$ cat config.mk
export PLATFORM = sky130hd
export DESIGN_NAME = servo_angle_to_pwm_count_core
export DESIGN_NICKNAME = d
export VERILOG_FILES = /design/src/sv/sapc_pkg.sv /design/src/sv/sapc_front.sv /design/src/sv/sapc_fifo.sv /design/src/sv/sapc_div.sv /design/src/sv/sapc_back.sv /design/src/sv/servo_angle_to_pwm_count_core.sv
export VERILOG_INCLUDE_DIRS = /design/src /design/src/sv
export SDC_FILE = /design/constraint.sdc
export NUM_CORES = 2
export LEC_CHECK = 0
export BUFFER_PORTS_ARGS = -buffer_cell sky130_fd_sc_hd__buf_4
export CORE_UTILIZATION = 64
export DETAILED_ROUTE_END_ITERATION = 10
export PLACE_DENSITY = 0.78
export SLEW_MARGIN = 20
export SYNTH_ARGS = -nofsm -noshare
export SYNTH_HDL_FRONTEND = slang
export SYNTH_SLANG_ARGS = --single-unit
$ cat constraint.sdc
create_clock -name clk -period 61.8 [get_ports clk]
set_input_delay 12.36 -clock clk [delete_from_list [all_inputs] [get_ports clk]]
set_output_delay 12.36 -clock clk [all_outputs]
set_load 0.01 [all_outputs]
$ cat src/sv/servo_angle_to_pwm_count_core_assert.svh
// Assertion shorthands shared by the RTL files.
// Each macro expects clk and rst_n in scope.
`ifndef SERVO_ANGLE_TO_PWM_COUNT_CORE_ASSERT_SVH
`define SERVO_ANGLE_TO_PWM_COUNT_CORE_ASSERT_SVH

// Condition must hold at every edge outside reset.
`define SAPC_ASSERT_ALWAYS(label, cond, msg) \
    label: assert property (@(posedge clk) disable iff (!rst_n) (cond)) \
        else $error(msg);

// Antecedent at one edge implies consequent at the next edge.
`define SAPC_ASSERT_NEXT(label, ante, cons, msg) \
    label: assert property (@(posedge clk) disable iff (!rst_n) (ante) |=> (cons)) \
        else $error(msg);

`endif

$ cat src/sv/sapc_pkg.sv
package sapc_pkg;

    // Field widths
    localparam int ANGLE_W    = 16;
    localparam int PULSE_W    = 12;
    localparam int PREQ_W     = 16;
    localparam int PULSE_Q8_W = 20;
    localparam int COUNT_W    = 12;
    localparam int FRAC_W     = 8;
    localparam int CFG_IDX_W  = 3;
    localparam int CFG_DATA_W = 16;

    // Timing constants
    localparam int FRAME_US         = 20000;
    localparam int PWM_PERIOD       = 4095;
    localparam int PULSE_LIMIT_LOW  = 500;
    localparam int PULSE_LIMIT_HIGH = 2500;

    // Derived datapath widths
    localparam int MIR_W    = ANGLE_W + 2;
    localparam int OFS_W    = ANGLE_W + 1;
    localparam int QUOT_W   = PULSE_W + FRAC_W;
    localparam int NUM_W    = OFS_W + QUOT_W;
    localparam int PERIOD_W = $clog2(PWM_PERIOD + 1);
    localparam int PROD_W   = PULSE_Q8_W + PERIOD_W;
    localparam int Y_W      = PROD_W - FRAC_W;

    // Round-up reciprocal of FRAME_US, exact for every Y_W-bit dividend
    localparam int DEN_W       = $clog2(FRAME_US);
    localparam int RECIP_SHIFT = Y_W + DEN_W;
    localparam int RECIP_W     = RECIP_SHIFT - DEN_W + 2;
    localparam longint unsigned RECIP =
        ((64'd1 << RECIP_SHIFT) + FRAME_US - 1) / FRAME_US;
    localparam int CQ_W      = Y_W + RECIP_W - RECIP_SHIFT;
    localparam int SAT_W     = (CQ_W > COUNT_W) ? CQ_W : COUNT_W;
    localparam int COUNT_MAX = (2 ** COUNT_W) - 1;

    // Queue between front and back
    localparam int FIFO_DEPTH = 4;
    localparam int FIFO_AW    = $clog2(FIFO_DEPTH);

    typedef enum logic [CFG_IDX_W-1:0] {
        REG_MIN_ANGLE    = 3'd0,
        REG_CENTRE_ANGLE = 3'd1,
        REG_MAX_ANGLE    = 3'd2,
        REG_MIN_PULSE    = 3'd3,
        REG_CENTRE_PULSE = 3'd4,
        REG_MAX_PULSE    = 3'd5,
        REG_INVERT_DIR   = 3'd6
    } cfg_reg_t;

    typedef enum logic {
        CMD_ANGLE = 1'b0,
        CMD_PULSE = 1'b1
    } cmd_t;

    typedef struct packed {
        logic signed [ANGLE_W-1:0] min_angle;
        logic signed [ANGLE_W-1:0] centre_angle;
        logic signed [ANGLE_W-1:0] max_angle;
        logic [PULSE_W-1:0]        min_pulse;
        logic [PULSE_W-1:0]        centre_pulse;
        logic [PULSE_W-1:0]        max_pulse;
        logic                      invert_dir;
    } cfg_t;

    localparam cfg_t CFG_RESET = '{
        min_angle:    -16'sd9000,
        centre_angle: 16'sd0,
        max_angle:    16'sd9000,
        min_pulse:    12'd500,
        centre_pulse: 12'd1500,
        max_pulse:    12'd2500,
        invert_dir:   1'b0
    };

    // Classified command: pulse_q8 = lo_pulse*256 + offset*span*256/den
    typedef struct packed {
        logic               bad;
        logic               clamped;
        logic [PULSE_W-1:0] lo_pulse;
        logic [PULSE_W-1:0] span;
        logic [OFS_W-1:0]   offset;
        logic [OFS_W-1:0]   den;
    } item_t;

    // Fields that ride alongside the divider
    typedef struct packed {
        logic               bad;
        logic               clamped;
        logic [PULSE_W-1:0] lo_pulse;
    } side_t;

endpackage

$ cat src/sv/sapc_front.sv
`include "servo_angle_to_pwm_count_core_assert.svh"

module sapc_front (
    input  logic                                clk,
    input  logic                                rst_n,
    input  sapc_pkg::cfg_t                      cfg,
    input  logic                                in_valid,
    output logic                                in_ready,
    input  logic                                cmd,
    input  logic signed [sapc_pkg::ANGLE_W-1:0] angle_req,
    input  logic [sapc_pkg::PREQ_W-1:0]         pulse_req,
    output logic                                push_valid,
    input  logic                                push_ready,
    output sapc_pkg::item_t                     push_item
);
    import sapc_pkg::*;

    logic                     f1_valid_reg, f1_valid_next;
    cmd_t                     f1_cmd_reg;
    logic signed [MIR_W-1:0]  f1_angle_reg;
    logic [PREQ_W-1:0]        f1_preq_reg;
    logic                     f2_valid_reg, f2_valid_next;
    item_t                    f2_item_reg, f2_item_next;

    logic                     f1_take, f2_take;
    logic signed [MIR_W-1:0]  a_ext, c_ext, mir;
    logic signed [MIR_W-1:0]  min_e, cen_e, max_e;
    logic                     lt, gt, upper;
    logic signed [ANGLE_W-1:0] a_cl, lo_a, hi_a;
    logic signed [OFS_W-1:0]  acl_x, lo_x, hi_x;
    logic [PULSE_W-1:0]       lo_p, hi_p, p_cl;
    logic                     p_lt, p_gt, bad;

    assign f2_take  = !f2_valid_reg || push_ready;
    assign f1_take  = !f1_valid_reg || f2_take;
    assign in_ready = f1_take;

    // Mirror about the centre at full width
    assign a_ext = {{2{angle_req[ANGLE_W-1]}}, angle_req};
    assign c_ext = {{2{cfg.centre_angle[ANGLE_W-1]}}, cfg.centre_angle};
    assign mir   = cfg.invert_dir ? (c_ext + c_ext - a_ext) : a_ext;

    assign f1_valid_next = f1_take ? in_valid : f1_valid_reg;

    always_ff @(posedge clk or negedge rst_n)
    begin
        if (!rst_n)
        begin
            f1_valid_reg <= 1'b0;
            f2_valid_reg <= 1'b0;
        end
        else
        begin
            f1_valid_reg <= f1_valid_next;
            f2_valid_reg <= f2_valid_next;
        end
    end

    always_ff @(posedge clk)
    begin
        if (in_valid && f1_take)
        begin
            f1_cmd_reg   <= cmd_t'(cmd);
            f1_angle_reg <= mir;
            f1_preq_reg  <= pulse_req;
        end
        if (f1_valid_reg && f2_take)
        begin
            f2_item_reg <= f2_item_next;
        end
    end

    // Clamp, pick the segment and form the interpolation operands
    assign min_e = {{2{cfg.min_angle[ANGLE_W-1]}}, cfg.min_angle};
    assign cen_e = {{2{cfg.centre_angle[ANGLE_W-1]}}, cfg.centre_angle};
    assign max_e = {{2{cfg.max_angle[ANGLE_W-1]}}, cfg.max_angle};

    assign lt    = f1_angle_reg < min_e;
    assign gt    = f1_angle_reg > max_e;
    assign upper = gt || (!lt && (f1_angle_reg > cen_e));

    assign a_cl = lt ? cfg.min_angle : (gt ? cfg.max_angle : f1_angle_reg[ANGLE_W-1:0]);
    assign lo_a = upper ? cfg.centre_angle : cfg.min_angle;
    assign hi_a = upper ? cfg.max_angle : cfg.centre_angle;

    assign acl_x = {a_cl[ANGLE_W-1], a_cl};
    assign lo_x  = {lo_a[ANGLE_W-1], lo_a};
    assign hi_x  = {hi_a[ANGLE_W-1], hi_a};

    assign lo_p = upper ? cfg.centre_pulse : cfg.min_pulse;
    assign hi_p = upper ? cfg.max_pulse : cfg.centre_pulse;

    assign p_lt = f1_preq_reg < PREQ_W'(cfg.min_pulse);
    assign p_gt = f1_preq_reg > PREQ_W'(cfg.max_pulse);
    assign p_cl = p_lt ? cfg.min_pulse
                       : (p_gt ? cfg.max_pulse : f1_preq_reg[PULSE_W-1:0]);

    assign bad = !((cfg.min_angle < cfg.centre_angle) && (cfg.centre_angle < cfg.max_angle))
              || !((cfg.min_pulse < cfg.centre_pulse) && (cfg.centre_pulse < cfg.max_pulse))
              || (cfg.min_pulse < PULSE_W'(PULSE_LIMIT_LOW))
              || (cfg.max_pulse > PULSE_W'(PULSE_LIMIT_HIGH));

    always_comb
    begin
        f2_item_next.bad = bad;
        unique case (f1_cmd_reg)
            CMD_ANGLE:
            begin
                f2_item_next.clamped  = lt || gt;
                f2_item_next.lo_pulse = lo_p;
                f2_item_next.span     = hi_p - lo_p;
                f2_item_next.offset   = acl_x - lo_x;
                f2_item_next.den      = hi_x - lo_x;
            end
            CMD_PULSE:
            begin
                // Direct pulse: zero offset and zero span over a unit denominator
                f2_item_next.clamped  = p_lt || p_gt;
                f2_item_next.lo_pulse = p_cl;
                f2_item_next.span     = '0;
                f2_item_next.offset   = '0;
                f2_item_next.den      = OFS_W'(1);
            end
        endcase
    end

    assign f2_valid_next = f2_take ? f1_valid_reg : f2_valid_reg;

    assign push_valid = f2_valid_reg;
    assign push_item  = f2_item_reg;

    `SAPC_ASSERT_NEXT(a_front_hold, f2_valid_reg && !push_ready,
        f2_valid_reg && $stable(f2_item_reg), "front item lost while queue full")

endmodule

$ cat src/sv/sapc_fifo.sv
`include "servo_angle_to_pwm_count_core_assert.svh"

module sapc_fifo (
    input  logic            clk,
    input  logic            rst_n,
    input  logic            wr_valid,
    output logic            wr_ready,
    input  sapc_pkg::item_t wr_item,
    output logic            rd_valid,
    input  logic            rd_ready,
    output sapc_pkg::item_t rd_item
);
    import sapc_pkg::*;

    item_t              mem_reg [FIFO_DEPTH];
    logic [FIFO_AW-1:0] wr_ptr_reg, wr_ptr_next;
    logic [FIFO_AW-1:0] rd_ptr_reg, rd_ptr_next;
    logic [FIFO_AW:0]   count_reg, count_next;
    logic               push, pop;

    assign wr_ready = count_reg != (FIFO_AW + 1)'(FIFO_DEPTH);
    assign rd_valid = count_reg != '0;
    assign rd_item  = mem_reg[rd_ptr_reg];
    assign push     = wr_valid && wr_ready;
    assign pop      = rd_valid && rd_ready;

    always_comb
    begin
        wr_ptr_next = wr_ptr_reg;
        rd_ptr_next = rd_ptr_reg;
        count_next  = count_reg;
        if (push)
        begin
            wr_ptr_next = (wr_ptr_reg == FIFO_AW'(FIFO_DEPTH - 1)) ? '0
                                                                   : wr_ptr_reg + FIFO_AW'(1);
        end
        if (pop)
        begin
            rd_ptr_next = (rd_ptr_reg == FIFO_AW'(FIFO_DEPTH - 1)) ? '0
                                                                   : rd_ptr_reg + FIFO_AW'(1);
        end
        if (push && !pop)
        begin
            count_next = count_reg + (FIFO_AW + 1)'(1);
        end
        else if (pop && !push)
        begin
            count_next = count_reg - (FIFO_AW + 1)'(1);
        end
    end

    always_ff @(posedge clk or negedge rst_n)
    begin
        if (!rst_n)
        begin
            wr_ptr_reg <= '0;
            rd_ptr_reg <= '0;
            count_reg  <= '0;
        end
        else
        begin
            wr_ptr_reg <= wr_ptr_next;
            rd_ptr_reg <= rd_ptr_next;
            count_reg  <= count_next;
        end
    end

    always_ff @(posedge clk)
    begin
        if (push)
        begin
            mem_reg[wr_ptr_reg] <= wr_item;
        end
    end

    `SAPC_ASSERT_ALWAYS(a_fifo_bound, count_reg <= (FIFO_AW + 1)'(FIFO_DEPTH),
        "queue fill exceeds depth")
    `SAPC_ASSERT_NEXT(a_fifo_drain, pop && !push,
        count_reg == $past(count_reg) - (FIFO_AW + 1)'(1), "queue fill did not drop")
    `SAPC_ASSERT_NEXT(a_fifo_fill, push && !pop,
        count_reg == $past(count_reg) + (FIFO_AW + 1)'(1), "queue fill did not rise")

endmodule

$ cat src/sv/sapc_div.sv
module sapc_div (
    input  logic                         clk,
    input  logic                         rst_n,
    input  logic                         adv,
    input  logic                         in_valid,
    input  logic [sapc_pkg::NUM_W-1:0]   in_num,
    input  logic [sapc_pkg::OFS_W-1:0]   in_den,
    input  sapc_pkg::side_t              in_side,
    output logic                         out_valid,
    output logic [sapc_pkg::QUOT_W-1:0]  out_quo,
    output sapc_pkg::side_t              out_side
);
    import sapc_pkg::*;

    // One quotient bit per stage, restoring form
    typedef struct packed {
        logic [OFS_W-1:0]  rem;
        logic [QUOT_W-1:0] low;
        logic [QUOT_W-1:0] quo;
        logic [OFS_W-1:0]  den;
        side_t             side;
    } div_stage_t;

    function automatic div_stage_t div_step(input div_stage_t s);
        logic [OFS_W:0] trial;
        logic           ge;
        div_stage_t     r;
        trial   = {s.rem, s.low[QUOT_W-1]};
        ge      = trial >= {1'b0, s.den};
        r       = s;
        r.rem   = ge ? OFS_W'(trial - {1'b0, s.den}) : trial[OFS_W-1:0];
        r.low   = {s.low[QUOT_W-2:0], 1'b0};
        r.quo   = {s.quo[QUOT_W-2:0], ge};
        return r;
    endfunction

    logic [QUOT_W-1:0] valid_reg;
    div_stage_t        st_reg  [QUOT_W];
    div_stage_t        st_next [QUOT_W];
    div_stage_t        st_in;

    always_comb
    begin
        st_in.rem  = in_num[NUM_W-1:QUOT_W];
        st_in.low  = in_num[QUOT_W-1:0];
        st_in.quo  = '0;
        st_in.den  = in_den;
        st_in.side = in_side;
        st_next[0] = div_step(st_in);
        for (int s = 1; s < QUOT_W; s++)
        begin
            st_next[s] = div_step(st_reg[s-1]);
        end
    end

    always_ff @(posedge clk or negedge rst_n)
    begin
        if (!rst_n)
        begin
            valid_reg <= '0;
        end
        else if (adv)
        begin
            valid_reg <= {valid_reg[QUOT_W-2:0], in_valid};
        end
    end

    always_ff @(posedge clk)
    begin
        if (adv)
        begin
            for (int s = 0; s < QUOT_W; s++)
            begin
                st_reg[s] <= st_next[s];
            end
        end
    end

    assign out_valid = valid_reg[QUOT_W-1];
    assign out_quo   = st_reg[QUOT_W-1].quo;
    assign out_side  = st_reg[QUOT_W-1].side;

endmodule

$ cat src/sv/sapc_back.sv
module sapc_back (
    input  logic                             clk,
    input  logic                             rst_n,
    input  logic                             pop_valid,
    output logic                             pop_ready,
    input  sapc_pkg::item_t                  pop_item,
    output logic                             out_valid,
    input  logic                             out_ready,
    output logic [sapc_pkg::COUNT_W-1:0]     pwm_count,
    output logic [sapc_pkg::PULSE_Q8_W-1:0]  pulse_q8,
    output logic                             was_clamped,
    output logic                             config_error
);
    import sapc_pkg::*;

    logic                         adv;

    logic                         m_valid_reg;
    logic [NUM_W-1:0]             m_num_reg;
    logic [OFS_W-1:0]             m_den_reg;
    side_t                        m_side_reg, m_side_next;
    logic [OFS_W+PULSE_W-1:0]     m_prod;

    logic                         d_valid;
    logic [QUOT_W-1:0]            d_quo;
    side_t                        d_side;

    logic                         p_valid_reg;
    logic [PULSE_Q8_W-1:0]        p_pulse_reg, p_pulse_next;
    side_t                        p_side_reg;

    logic                         x_valid_reg;
    logic [PROD_W-1:0]            x_reg, x_next;
    logic [PULSE_Q8_W-1:0]        x_pulse_reg;
    side_t                        x_side_reg;

    logic                         c_valid_reg;
    logic [Y_W+RECIP_W-1:0]       c_prod;
    logic [CQ_W-1:0]              c_reg;
    logic [PULSE_Q8_W-1:0]        c_pulse_reg;
    side_t                        c_side_reg;

    logic                         out_valid_reg;
    logic [COUNT_W-1:0]           out_count_reg, out_count_next;
    logic [PULSE_Q8_W-1:0]        out_pulse_reg;
    logic                         out_clamped_reg, out_bad_reg;
    logic [SAT_W-1:0]             c_ext;

    // Whole back pipeline moves together; it stops only when the output holds
    assign adv       = !out_valid_reg || out_ready;
    assign pop_ready = adv;

    assign m_prod = (OFS_W+PULSE_W)'(pop_item.offset) * (OFS_W+PULSE_W)'(pop_item.span);
    assign m_side_next = '{bad: pop_item.bad, clamped: pop_item.clamped,
                           lo_pulse: pop_item.lo_pulse};

    sapc_div u_div (
        .clk       (clk),
        .rst_n     (rst_n),
        .adv       (adv),
        .in_valid  (m_valid_reg),
        .in_num    (m_num_reg),
        .in_den    (m_den_reg),
        .in_side   (m_side_reg),
        .out_valid (d_valid),
        .out_quo   (d_quo),
        .out_side  (d_side)
    );

    assign p_pulse_next = {d_side.lo_pulse, FRAC_W'(0)} + d_quo;
    assign x_next       = PROD_W'(p_pulse_reg) * PROD_W'(PWM_PERIOD);
    assign c_prod       = (Y_W+RECIP_W)'(x_reg[PROD_W-1:FRAC_W]) * (Y_W+RECIP_W)'(RECIP);

    assign c_ext = SAT_W'(c_reg);
    always_comb
    begin
        if (c_ext > SAT_W'(COUNT_MAX))
        begin
            out_count_next = COUNT_W'(COUNT_MAX);
        end
        else
        begin
            out_count_next = c_ext[COUNT_W-1:0];
        end
    end

    always_ff @(posedge clk or negedge rst_n)
    begin
        if (!rst_n)
        begin
            m_valid_reg   <= 1'b0;
            p_valid_reg   <= 1'b0;
            x_valid_reg   <= 1'b0;
            c_valid_reg   <= 1'b0;
            out_valid_reg <= 1'b0;
        end
        else if (adv)
        begin
            m_valid_reg   <= pop_valid;
            p_valid_reg   <= d_valid;
            x_valid_reg   <= p_valid_reg;
            c_valid_reg   <= x_valid_reg;
            out_valid_reg <= c_valid_reg;
        end
    end

    always_ff @(posedge clk)
    begin
        if (adv)
        begin
            m_num_reg       <= {m_prod, FRAC_W'(0)};
            m_den_reg       <= pop_item.den;
            m_side_reg      <= m_side_next;
            p_pulse_reg     <= p_pulse_next;
            p_side_reg      <= d_side;
            x_reg           <= x_next;
            x_pulse_reg     <= p_pulse_reg;
            x_side_reg      <= p_side_reg;
            c_reg           <= c_prod[Y_W+RECIP_W-1:RECIP_SHIFT];
            c_pulse_reg     <= x_pulse_reg;
            c_side_reg      <= x_side_reg;
            // Invalid configuration zeroes every field but the flag
            out_count_reg   <= c_side_reg.bad ? '0 : out_count_next;
            out_pulse_reg   <= c_side_reg.bad ? '0 : c_pulse_reg;
            out_clamped_reg <= c_side_reg.bad ? 1'b0 : c_side_reg.clamped;
            out_bad_reg     <= c_side_reg.bad;
        end
    end

    assign out_valid    = out_valid_reg;
    assign pwm_count    = out_count_reg;
    assign pulse_q8     = out_pulse_reg;
    assign was_clamped  = out_clamped_reg;
    assign config_error = out_bad_reg;

endmodule

$ cat src/sv/servo_angle_to_pwm_count_core.sv
// Servo command to PWM compare count.
//
// Input channel (in_valid/in_ready): one command per transfer. cmd selects
// an angle request (angle_req, hundredths of a degree) or a direct pulse
// request (pulse_req, microseconds). Output channel (out_valid/out_ready):
// one result per command, in order: pwm_count, pulse_q8, was_clamped and
// config_error.
// Configuration: cfg_we writes cfg_data into the register chosen by
// cfg_index in the same edge; unknown indexes are dropped. Write only while
// no command is in flight.
// Throughput: one command per cycle while the receiver does not stall. From
// the input transfer to out_valid a command passes the second classify
// stage (the first loads at the transfer), the queue, one multiply stage, a
// 20-stage restoring divider (one quotient bit per stage) and four stages
// for the pulse sum, the count conversion and output.
// When the receiver stalls, the result holds in the output register and the
// whole back end freezes; the front keeps taking commands until its
// 4-entry queue and both classify stages fill, then drops in_ready.
// Reset clears all valid state and loads the default limits; no clearing
// pass is needed, so commands are taken as soon as reset is released.
module servo_angle_to_pwm_count_core (
    input  logic                                 clk,
    input  logic                                 rst_n,
    input  logic                                 cfg_we,
    input  logic [sapc_pkg::CFG_IDX_W-1:0]       cfg_index,
    input  logic [sapc_pkg::CFG_DATA_W-1:0]      cfg_data,
    input  logic                                 in_valid,
    output logic                                 in_ready,
    input  logic                                 cmd,
    input  logic signed [sapc_pkg::ANGLE_W-1:0]  angle_req,
    input  logic [sapc_pkg::PREQ_W-1:0]          pulse_req,
    output logic                                 out_valid,
    input  logic                                 out_ready,
    output logic [sapc_pkg::COUNT_W-1:0]         pwm_count,
    output logic [sapc_pkg::PULSE_Q8_W-1:0]      pulse_q8,
    output logic                                 was_clamped,
    output logic                                 config_error
);
    import sapc_pkg::*;

    cfg_t  cfg_reg, cfg_next;

    logic  push_valid, push_ready;
    item_t push_item;
    logic  pop_valid, pop_ready;
    item_t pop_item;

    // Register file decode; writes take effect at the next edge
    always_comb
    begin
        cfg_next = cfg_reg;
        if (cfg_we)
        begin
            unique case (cfg_index)
                REG_MIN_ANGLE:    cfg_next.min_angle    = cfg_data[ANGLE_W-1:0];
                REG_CENTRE_ANGLE: cfg_next.centre_angle = cfg_data[ANGLE_W-1:0];
                REG_MAX_ANGLE:    cfg_next.max_angle    = cfg_data[ANGLE_W-1:0];
                REG_MIN_PULSE:    cfg_next.min_pulse    = cfg_data[PULSE_W-1:0];
                REG_CENTRE_PULSE: cfg_next.centre_pulse = cfg_data[PULSE_W-1:0];
                REG_MAX_PULSE:    cfg_next.max_pulse    = cfg_data[PULSE_W-1:0];
                REG_INVERT_DIR:   cfg_next.invert_dir   = cfg_data[0];
                default:          cfg_next = cfg_reg;
            endcase
        end
    end

    always_ff @(posedge clk or negedge rst_n)
    begin
        if (!rst_n)
        begin
            cfg_reg <= CFG_RESET;
        end
        else
        begin
            cfg_reg <= cfg_next;
        end
    end

    // Front: mirror, clamp and pick the segment
    sapc_front u_front (
        .clk        (clk),
        .rst_n      (rst_n),
        .cfg        (cfg_reg),
        .in_valid   (in_valid),
        .in_ready   (in_ready),
        .cmd        (cmd),
        .angle_req  (angle_req),
        .pulse_req  (pulse_req),
        .push_valid (push_valid),
        .push_ready (push_ready),
        .push_item  (push_item)
    );

    // Decouple the front from back-end stalls
    sapc_fifo u_fifo (
        .clk      (clk),
        .rst_n    (rst_n),
        .wr_valid (push_valid),
        .wr_ready (push_ready),
        .wr_item  (push_item),
        .rd_valid (pop_valid),
        .rd_ready (pop_ready),
        .rd_item  (pop_item)
    );

    // Back: interpolate, divide, convert to a compare count
    sapc_back u_back (
        .clk          (clk),
        .rst_n        (rst_n),
        .pop_valid    (pop_valid),
        .pop_ready    (pop_ready),
        .pop_item     (pop_item),
        .out_valid    (out_valid),
        .out_ready    (out_ready),
        .pwm_count    (pwm_count),
        .pulse_q8     (pulse_q8),
        .was_clamped  (was_clamped),
        .config_error (config_error)
    );

endmodule

==> flow_metrics.env <==
export IMPL_rsz0062_at_grt="no"
export IMPL_cts_tree="yes"
export IMPL_port_buffers=90
export IMPL_layout_min_cycle_time_ps=16900
export IMPL_slowest_delay_ps=960
export IMPL_diodes=0
export IMPL_postRouteAntennaNets=0
export IMPL_num_rows=148
export IMPL_slew_headroom_pct=26.30
export IMPL_cap_violations=0
export IMPL_grt_ovfl_total=0
export IMPL_synthArstFlopShare_pct=6.439
export IMPL_cts_resized=0
export IMPL_clkTransAtPathRegs_ps=60
export IMPL_fp_dieArea_um2=166500
export IMPL_io_pins=93
export IMPL_grt_max_degree=193
export IMPL_synth_area_per_cell_um2=12.90
export IMPL_critPathMaxFanout=86
export IMPL_drive_gt1_share_pct=9.754
export IMPL_ys_seq_elements=1848
export IMPL_criticalPathCategory="in2reg"
export IMPL_drv_slew=0
export IMPL_htreeDepth=4
export IMPL_fin_crit_sh_pct=27.35
export IMPL_critPathRequiredTime_ps=62240
export IMPL_max_freq_ghz=0.05916
export IMPL_path_buf_inv=6
export IMPL_wl_per_cell_um=21.07
export IMPL_hold_viol=0
export IMPL_finalNetCount=9881
export IMPL_first_iter_violations=4750
export IMPL_cts_sinks=1848
export IMPL_worst_slew_pin_slew_ps=1106
export IMPL_setup_viol=0
export IMPL_clock_path_buffers=3
export IMPL_synth_flop_cell="edfxtp_1"
export IMPL_grt_util_met1_pct=34.41
export IMPL_worstPathArrival_ps=17340
export IMPL_cts_hold_buf=0
export IMPL_fin_setup_tns_ps=0
export IMPL_initial_core_util_pct=64.69
export IMPL_drc=0
export IMPL_gp_congestion=0.9637
export IMPL_syn_area_um2=105500
export IMPL_numCtsBuffers=182
export IMPL_placeableCoreArea_um2=163100
export IMPL_routed_wl_mm=225.3
export IMPL_synth_edf_count=1729
export IMPL_viasPerCell=5.830
export IMPL_syn2layout_area_growth_pct=8.924
export IMPL_hold_path_class="reg2reg"
export IMPL_hold_slack_ps=404.2
export IMPL_vias=62350
export IMPL_fp_dieW_um=408.1
export IMPL_yosysWarnings=0
export IMPL_dpl_hpwl_mm=163.9
export IMPL_final_area_um2=115000
export IMPL_grt_util_met3_pct=3.548
export IMPL_ys_types=84
export IMPL_crit_chain="buf_4, nand2b_4, buf_4, buf_4, buf_4, buf_4, buf_4"
export IMPL_largest_reg_flops=1202
export IMPL_status="finished clean"
export IMPL_critPathCaptureType="flip-flop"
export IMPL_grt_pass1_vias=64130
export IMPL_first_pass_iters=6
export IMPL_grt_util_all_layers_pct=27.38
export IMPL_postLayoutSetupSlackWorst_ps=44900
export IMPL_antenna_found_initial=1
export IMPL_crit_family="buffers and inverters"
export IMPL_grt_busiest_layer="met2"
export IMPL_cts_root_buf="clkbuf_16"
export IMPL_grt_pass1_wl_mm=353.7
export IMPL_use_met2_pct=48.13
export IMPL_post_dp_cell_area_um2=108800
export IMPL_die_y_um=408.1
export IMPL_cp_slowest_cell="buf_4"
export IMPL_synth_seq_area_share_pct=52.06
export IMPL_post_cts_buffers=0
export IMPL_finClkSkew_ps=43.22
export IMPL_place_ws_ps=44060
export IMPL_syn_inst=8182
export IMPL_clk_latency_ps=850
export IMPL_startpoint_type="primary input"
export IMPL_crit_top_cell="buf_4"
==> final timing paths <==
check / start / endpoint / slack [ps] / depth (start not counted)
worst max-delay path: out_ready / u_back.u_div.st_reg[0][253] / 44900 / 7
worst min-delay path: u_back.u_div.st_reg[1][0] / u_back.u_div.st_reg[1][87] / 400 / 0
worst max register to register: u_fifo.rd_ptr_reg[1] / u_back.m_num_reg[35] / 53120 / 23
worst min register to register: u_back.u_div.st_reg[1][0] / u_back.u_div.st_reg[1][87] / 400 / 0
max in group asynchronous: rst_n / cfg_reg[29] / 49210 / 3
min in group asynchronous: rst_n / cfg_reg[66] / 11480 / 1
==> cells by family after synthesis <==
logic type	Yosys count	synth area share [%]
flops	1848	52.06
simple gates	1523	6.911
fa+ha+maj	1460	21.18
buf+inv	1377	4.948
compound gates	1260	7.533
mux	375	4.562
xor+xnor	338	2.805
other cells	1	0.003553
==> layer usage <==
metal	up-vias	routed length, um
li1	29130	-
met1	30910	90480
met2	1854	114900
met3	456	10670
met4	2	9277
met5	-	20
==> layout by cell type (no fill, tap or decap), types with 19 or more instances in the layout <==
cell	netlist	routed
buf_4	4	127
nand2_1	443	443
nand4_1	76	76
dfstp_2	32	32
xor2_1	102	102
a211oi_1	47	47
inv_1	1242	1242
a31oi_1	26	24
and3_1	46	46
or2_2	25	25
a21boi_0	38	38
nand2b_1	91	90
dfrtp_1	87	85
a221o_1	19	19
o21ai_0	384	384
fa_1	544	544
o21a_1	65	65
a21oi_1	322	322
clkbuf_16	0	186
clkbuf_1	97	44
ha_1	916	916
xnor2_1	236	236
nand3_1	70	70
or3_1	46	46
and2_1	41	37
o21bai_1	39	39
o211ai_1	19	19
nor2b_1	143	142
mux2_2	260	260
edfxtp_1	1729	1729
a21o_1	149	149
clkinv_2	0	28
clkinv_1	0	28
bufinv_16	0	21
nor2_1	392	392
mux2i_1	52	52
mux4_2	56	56
nor3_1	97	94
==> final cells by class <==
type                       instances  area (um^2)
clock buffer                     233         4861
clock inverter                   107         1232
fill                           10880        48190
inverter                        1242         4662
multi-input combinational       4958        45470
sequential                      1848        54940
tap                             2175         2721
timing repair buffer             132         1061
==> cells in the mapped netlist, types with 97 or more instances <==
cell | count | area share, %
ha_1 | 916 | 11
edfxtp_1 | 1729 | 49
fa_1 | 544 | 10
nor2_1 | 392 | 1.4
a21o_1 | 149 | 1.1
xnor2_1 | 236 | 2.0
nor2b_1 | 143 | 0.85
mux2_2 | 260 | 2.8
clkbuf_1 | 97 | 0.35
o21ai_0 | 384 | 1.8
xor2_1 | 102 | 0.85
inv_1 | 1242 | 4.4
a21oi_1 | 322 | 1.5
nor3_1 | 97 | 0.46
nand2_1 | 443 | 1.6
==> worst reg2reg max path: cells and delay by family, from the launching register on <==
kind / cells / cell delay (ps)
compound gates: 8 / 2110
mux: 1 / 450
fa+ha+maj: 6 / 2880
flops: 1 / 870
simple gates: 2 / 790
xor+xnor: 1 / 90
buf+inv: 5 / 1250
==> per-stage QoR <==
step,cells,util [%]
after floorplan,8183,-
after CTS,10690,70.44
after detailed placement,10350,66.71
after global routing,10700,70.46
final,10700,70.46
after global placement,10350,66.71
Power is not shown: default switching activity piles up to over one toggle a cycle in this logic, so the estimate is an artifact.
